--- config.mk ---
export PLATFORM = sky130hd
export DESIGN_NAME = ugnb_ctrl
export DESIGN_NICKNAME = d
export VERILOG_FILES = /design/src/rtl/ugnb_pkg.sv /design/src/rtl/ugnb_ctrl.sv
export SDC_FILE = /design/constraint.sdc
export NUM_CORES = 1
export LEC_CHECK = 0
export BUFFER_PORTS_ARGS = -buffer_cell sky130_fd_sc_hd__buf_4
export CORE_MARGIN = 2
export CORE_UTILIZATION = 45
export CTS_CLUSTER_DIAMETER = 150
export DETAILED_ROUTE_END_ITERATION = 6
export MAX_ROUTING_LAYER = met4
export PLACE_DENSITY = 0.7
export SYNTH_ARGS = -nofsm -noshare
export SYNTH_HDL_FRONTEND = slang
export SYNTH_SLANG_ARGS = --single-unit
--- constraint.sdc ---
create_clock -name i_clk -period 2.3 [get_ports i_clk]
set_input_delay 0.46 -clock i_clk [delete_from_list [all_inputs] [get_ports i_clk]]
set_output_delay 0.46 -clock i_clk [all_outputs]
set_load 0.02 [all_outputs]
--- src/rtl/ugnb_pkg.sv ---
// Shared types, constants and helpers of the uniform grid binning core.
// No dependencies; every other file of the block but ugnb_ram imports this package.
package ugnb_pkg;

    // Default geometry of the grid
    localparam int P_MAX_ROWS     = 16;
    localparam int P_MAX_COLUMNS  = 16;
    localparam int P_BUCKET_DEPTH = 4;

    // Query output limit and field widths
    localparam int MAX_RESULTS = 36;
    localparam int N_W         = 6;
    localparam int ID_W        = 16;
    localparam int POS_W       = 16;
    localparam int CFG_W       = 16;
    localparam int CFG_IDX_W   = 2;

    // Configuration register indexes
    localparam logic [CFG_IDX_W-1:0] REG_WORLD_WIDTH  = 2'd0;
    localparam logic [CFG_IDX_W-1:0] REG_WORLD_HEIGHT = 2'd1;
    localparam logic [CFG_IDX_W-1:0] REG_CELL_WIDTH   = 2'd2;
    localparam logic [CFG_IDX_W-1:0] REG_CELL_HEIGHT  = 2'd3;

    // Reset register values
    localparam logic [CFG_W-1:0] RST_WORLD = 16'd1024;
    localparam logic [CFG_W-1:0] RST_CELL  = 16'd64;

    typedef enum logic [1:0] {
        OP_INSERT = 2'd0,
        OP_QUERY  = 2'd1,
        OP_CLEAR  = 2'd2
    } t_op;

    // Operand pair fed to the shared divider
    typedef enum logic [1:0] {
        DS_COLS = 2'd0,
        DS_ROWS = 2'd1,
        DS_POSX = 2'd2,
        DS_POSY = 2'd3
    } t_div_sel;

    // Controller to datapath commands
    typedef struct packed {
        logic     accept;
        logic     div_start;
        t_div_sel div_sel;
        logic     store_cols;
        logic     store_rows;
        logic     store_col;
        logic     store_row;
        logic     fill_rd_home;
        logic     fill_rd_nb;
        logic     ins_wr;
        logic     clear_all;
        logic     e_load;
        logic     id_rd;
        logic     emit_pend;
        logic     load_pend;
        logic     nb_advance;
        logic     out_single;
        logic     out_pend_last;
    } t_cmd;

    // Datapath to controller status
    typedef struct packed {
        logic dirty;
        t_op  op;
        logic div_done;
        logic out_free;
        logic in_grid;
        logic fill_take;
        logic more;
        logic last_nb;
        logic pend_valid;
    } t_sts;

    // Address width that stays at least one bit
    function automatic int clog2s(input int v);
        return (v <= 2) ? 1 : $clog2(v);
    endfunction

endpackage

--- src/rtl/ugnb_ctrl.sv ---
// Controller state machine: sequences counts, binning, insert, clear, query walk.
// Depends on ugnb_pkg (t_cmd, t_sts, t_op).
module ugnb_ctrl (
    input  logic            i_clk,
    input  logic            i_rst_n,
    input  logic            i_valid,
    output logic            o_ready,
    input  ugnb_pkg::t_sts  i_sts,
    output ugnb_pkg::t_cmd  o_cmd
);
    import ugnb_pkg::*;

    typedef enum logic [17:0] {
        S_IDLE   = 18'h00001,
        S_CW_GO  = 18'h00002,
        S_CW_WT  = 18'h00004,
        S_CH_GO  = 18'h00008,
        S_CH_WT  = 18'h00010,
        S_DX_GO  = 18'h00020,
        S_DX_WT  = 18'h00040,
        S_DY_GO  = 18'h00080,
        S_DY_WT  = 18'h00100,
        S_INS_RD = 18'h00200,
        S_INS_WR = 18'h00400,
        S_CLR    = 18'h00800,
        S_RESP   = 18'h01000,
        S_Q_CELL = 18'h02000,
        S_Q_FILL = 18'h04000,
        S_Q_RD   = 18'h08000,
        S_Q_EMIT = 18'h10000,
        S_Q_END  = 18'h20000
    } t_state;

    t_state r_state, n_state;
    t_cmd   w_cmd;

    // Next state and command decode
    always_comb begin
        n_state = r_state;
        w_cmd   = '0;
        o_ready = 1'b0;
        unique case (r_state)
            S_IDLE: begin
                if (i_sts.dirty) begin
                    n_state = S_CW_GO;
                end else begin
                    o_ready = 1'b1;
                    if (i_valid) begin
                        w_cmd.accept = 1'b1;
                        n_state = S_DX_GO;
                    end
                end
            end
            S_CW_GO: begin
                w_cmd.div_start = 1'b1;
                w_cmd.div_sel   = DS_COLS;
                n_state = S_CW_WT;
            end
            S_CW_WT: begin
                if (i_sts.div_done) begin
                    w_cmd.store_cols = 1'b1;
                    n_state = S_CH_GO;
                end
            end
            S_CH_GO: begin
                w_cmd.div_start = 1'b1;
                w_cmd.div_sel   = DS_ROWS;
                n_state = S_CH_WT;
            end
            S_CH_WT: begin
                if (i_sts.div_done) begin
                    w_cmd.store_rows = 1'b1;
                    n_state = S_IDLE;
                end
            end
            S_DX_GO: begin
                // latched operation decides the path
                unique case (i_sts.op)
                    OP_INSERT, OP_QUERY: begin
                        w_cmd.div_start = 1'b1;
                        w_cmd.div_sel   = DS_POSX;
                        n_state = S_DX_WT;
                    end
                    OP_CLEAR: n_state = S_CLR;
                    default:  n_state = S_IDLE;
                endcase
            end
            S_DX_WT: begin
                if (i_sts.div_done) begin
                    w_cmd.store_col = 1'b1;
                    n_state = S_DY_GO;
                end
            end
            S_DY_GO: begin
                w_cmd.div_start = 1'b1;
                w_cmd.div_sel   = DS_POSY;
                n_state = S_DY_WT;
            end
            S_DY_WT: begin
                if (i_sts.div_done) begin
                    w_cmd.store_row = 1'b1;
                    n_state = (i_sts.op == OP_INSERT) ? S_INS_RD : S_Q_CELL;
                end
            end
            S_INS_RD: begin
                w_cmd.fill_rd_home = 1'b1;
                n_state = S_INS_WR;
            end
            S_INS_WR: begin
                w_cmd.ins_wr = 1'b1;
                n_state = S_RESP;
            end
            S_CLR: begin
                w_cmd.clear_all = 1'b1;
                n_state = S_RESP;
            end
            S_RESP: begin
                if (i_sts.out_free) begin
                    w_cmd.out_single = 1'b1;
                    n_state = S_IDLE;
                end
            end
            S_Q_CELL: begin
                if (i_sts.in_grid) begin
                    w_cmd.fill_rd_nb = 1'b1;
                    n_state = S_Q_FILL;
                end else begin
                    w_cmd.nb_advance = 1'b1;
                    n_state = i_sts.last_nb ? S_Q_END : S_Q_CELL;
                end
            end
            S_Q_FILL: begin
                if (i_sts.fill_take) begin
                    w_cmd.e_load = 1'b1;
                    n_state = S_Q_RD;
                end else begin
                    w_cmd.nb_advance = 1'b1;
                    n_state = i_sts.last_nb ? S_Q_END : S_Q_CELL;
                end
            end
            S_Q_RD: begin
                w_cmd.id_rd = 1'b1;
                n_state = S_Q_EMIT;
            end
            S_Q_EMIT: begin
                // previous hit goes out before the new one is held
                if (!i_sts.pend_valid || i_sts.out_free) begin
                    w_cmd.emit_pend = i_sts.pend_valid;
                    w_cmd.load_pend = 1'b1;
                    if (i_sts.more) begin
                        n_state = S_Q_RD;
                    end else begin
                        w_cmd.nb_advance = 1'b1;
                        n_state = i_sts.last_nb ? S_Q_END : S_Q_CELL;
                    end
                end
            end
            S_Q_END: begin
                if (!i_sts.pend_valid) begin
                    n_state = S_RESP;
                end else if (i_sts.out_free) begin
                    w_cmd.out_pend_last = 1'b1;
                    n_state = S_IDLE;
                end
            end
            default: n_state = S_IDLE;
        endcase
    end

    always_ff @(posedge i_clk) begin
        if (!i_rst_n) begin
            r_state <= S_IDLE;
        end else begin
            r_state <= n_state;
        end
    end

    assign o_cmd = w_cmd;
endmodule

==> flow_summary_export.csv <==
group,metric,value,unit
outcome,outcome,"finished with violations",
timing,slew_headroom,0.6633,
synthesis,synth_edf_count,0,
floorplan,dieArea,3475,um2
floorplan,dieHeight,58.95,um
clock_tree,clock_sinks,18,
route,wirelength,4.854,mm
hold_path,hold_path_depth,2,
worst_setup_path,arrival,2.01,ns
outcome,violations,"DRC, setup timing",
finish,regMostFlops,"r_state",
finish,areaGrowthSynthToFinish,63.17,%
finish,regArea,380.4,um2
finish,final_cells,271,
clock_tree,cts_tree,"done",
synthesis,postSynthAreaPerCell,8.336,um2
floorplan,rows,19,
worst_setup_path,cpLargestDelayFamily,"simple AND/OR/NAND/NOR gates",
clock_tree,htreeDepth,1,
clock_tree,numCtsBuffers,3,
global_routing,grt_pass1_wl,7.127,mm
finish,fin_nets,255,
placement,gp_congestion,0.8953,
timing,hold_viol,0,
worst_setup_path,r2r_start,"r_state[11]",
run,drv_cap,0,
placement,place_hpwl,3.187,mm
worst_setup_path,critical_path_buf_inv_count,2,
power_and_ir_drop,powerDensity,500.4,nW/um2
route,viasPerCell,6.125,
power_and_ir_drop,p_leak,0.9557,nW
route,via_count,1660,
route,antenna_left,0,
finish,top_regs,"r_state x18",
route,avgRoutedWirePerCell,17.91,um
synthesis,yosysSeqAreaShare,0.2652,
floorplan,floorplan.initialDensity,0.4844,
power_and_ir_drop,power,0.001109,W
worst_setup_path,cp-start-kind,"register",
finish,fillers,194,
timing,tightest_slew,0.4981,ns
floorplan,fp.dieW,58.95,um
synthesis,synth_warnings,0,
worst_setup_path,r2r_cells,10,
worst_setup_path,crit_type,"register to primary output",
placement,io_buffer_count,32,
timing,fin_ws,-0.1657,ns
clock_tree,clk_path_buf_depth,2,
global_routing,grt_pass1_vias,1573,
global_routing,grt-ovfl-total,0,
timing,clock.fmax,405.6,MHz
worst_setup_path,r2r_setup_slack,-0.06,ns
timing,fin_skew,0.01333,ns
clock_tree,cts-root-buf,"clkbuf_4",
finish,n_antenna_cell,0,
finish,multi_input_area,1077,um2
floorplan,core_area,2805,um2
worst_setup_path,r2r-end,"r_state[0]",
finish,final_common_cell,"buf_4",
synthesis,synth_ff_type,"dfxtp_1",
route,drt_iter0_drc,117,
clock_tree,clk_pin_slew,0.11,ns
synthesis,synth_seq_cells,18,
global_routing,antenna_found_initial,0,
synthesis,synth_nets,176,
synthesis,netlist_area,1359,um2
clock_tree,ctsHoldBuffers,0,
floorplan,ios,33,
synthesis,synth_cell_types,49,
worst_setup_path,critical_path.endpoint_type,"primary output",
route,dr.pass1.iters,7,
global_routing,grt_max_degree,10,
finish,final_cell_mix,"buf_4 (59), buf_6 (22), nor2_1 (18), dfxtp_2 (13), o21ai_0 (7)",
route,route.detailed.drc,2,
synthesis,async_flop_share,0,
synthesis,synthCells,163,
finish,largest_reg_flops,18,
worst_setup_path,cpPeakStageDelay,0.58,ns
clock_tree,clock_latency,0.30,ns
global_routing,track_usage,0.2729,
hold_path,min_from,"i_sts[7]",
timing,fin_crit,2.466,ns
worst_setup_path,required,1.84,ns
timing,maxSlewViolCount,0,
hold_path,hold-path-endpoint,"r_state[11]",
worst_setup_path,cp_max_fo,3,
hold_path,hold_path.class,"primary input to register",
timing,finalCritPeriodShare,1.072,
worst_setup_path,cp_slowest_cell,"or4_4",
worst_setup_path,path_cells,"nor4_4 -> buf_4 -> nand4_4 -> or4_4 -> nand2_4 -> buf_6",
timing,finalSetupViolCount,13,
finish,drive_gt1_frac,0.5958,
placement,dp.cells,246,
power_and_ir_drop,ir_drop,0.0004457,V
timing,rsz0062_at_grt,"yes",
[kinds of logic after synthesis]
| family | count (synthesis) | synth area share |
|---|---|---|
| buf+inv | 9 | 0.05064 |
| xor+xnor | 5 | 0.03223 |
| simple gates | 109 | 0.5479 |
| flops | 18 | 0.2652 |
| compound gates | 21 | 0.09670 |
| mux | 1 | 0.007367 |
[worst reg2reg max path: cells and delay by family, from the launching register on]
family          cells  cell delay [ns]
buf+inv             4             0.56
compound gates      1             0.35
flops               1             0.36
simple gates        5             0.99
[power by group]
group          switching [W]  total [W]  leakage [nW]  internal (W)
clock network       0.000102   0.000163        0.0138     0.0000610
logic               0.000275   0.000589         0.790      0.000314
registers          0.0000257   0.000357         0.152      0.000331
total               0.000403    0.00111         0.956      0.000706
[how the worst max path moves through the flow]
stage,startpoint,to,cells after the start
final,r_state[11],o_cmd[15],6
after global placement,r_state[12],o_cmd[15],5
after CTS,r_state[11],o_cmd[18],8
after floorplan,r_state[14],r_state[0],8
after global routing,r_state[11],o_cmd[2],6
after detailed placement,r_state[0],o_cmd[2],5
[routing by layer]
layer,wire (um),GRT usage,vias up
met5,0,-,-
met4,88,0.1006,0
met3,300,0.03516,10
met2,2541,0.4508,73
met1,1923,0.3392,809
li1,-,-,768
[what timing repair did]
action                                  in CTS  in global routing
pin swaps                                   13                 20
gates resized for setup                     33                 41
endpoints found under the setup margin      17                 22
buffers inserted                             9                 15
[Yosys cell counts, drive strengths merged (5+ instances only)]
cell type  instances  area share
a21oi              6       0.022
and2               9       0.041
and3               5       0.023
buf                7       0.045
dfxtp             18        0.27
nand2              7       0.019
nand3              6       0.022
nand4              5       0.034
nor2              20       0.055
nor3               8       0.029
nor3b              6       0.033
nor4              11       0.093
o21ai              7       0.026
[metrics by stage]
step           setup TNS [ns]  worst slack (ns)  instance area, um2  hold slack [ns]    util
6_report               -1.023           -0.1657                2217           0.3503  0.7904
5_1_grt                -2.106           -0.2348                2217           0.3605  0.7904
3_5_place_dp        -0.002027         -0.002027                1793           0.6614  0.6392
4_1_cts               -0.9229           -0.1357                1984           0.3491  0.7074
2_1_floorplan         -0.1106          -0.07240                1373           0.5257       -
3_3_place_gp                0           0.04123                1793           0.6471  0.6392
[cell type report]
type	instances	area share
timing repair buffer	81	0.3115
multi-input combinational	136	0.4859
tap	31	0.01749
sequential	18	0.1716
inverter	2	0.003386
clock buffer	3	0.01016
No activity file was read; power rests on OpenSTA's default activity.
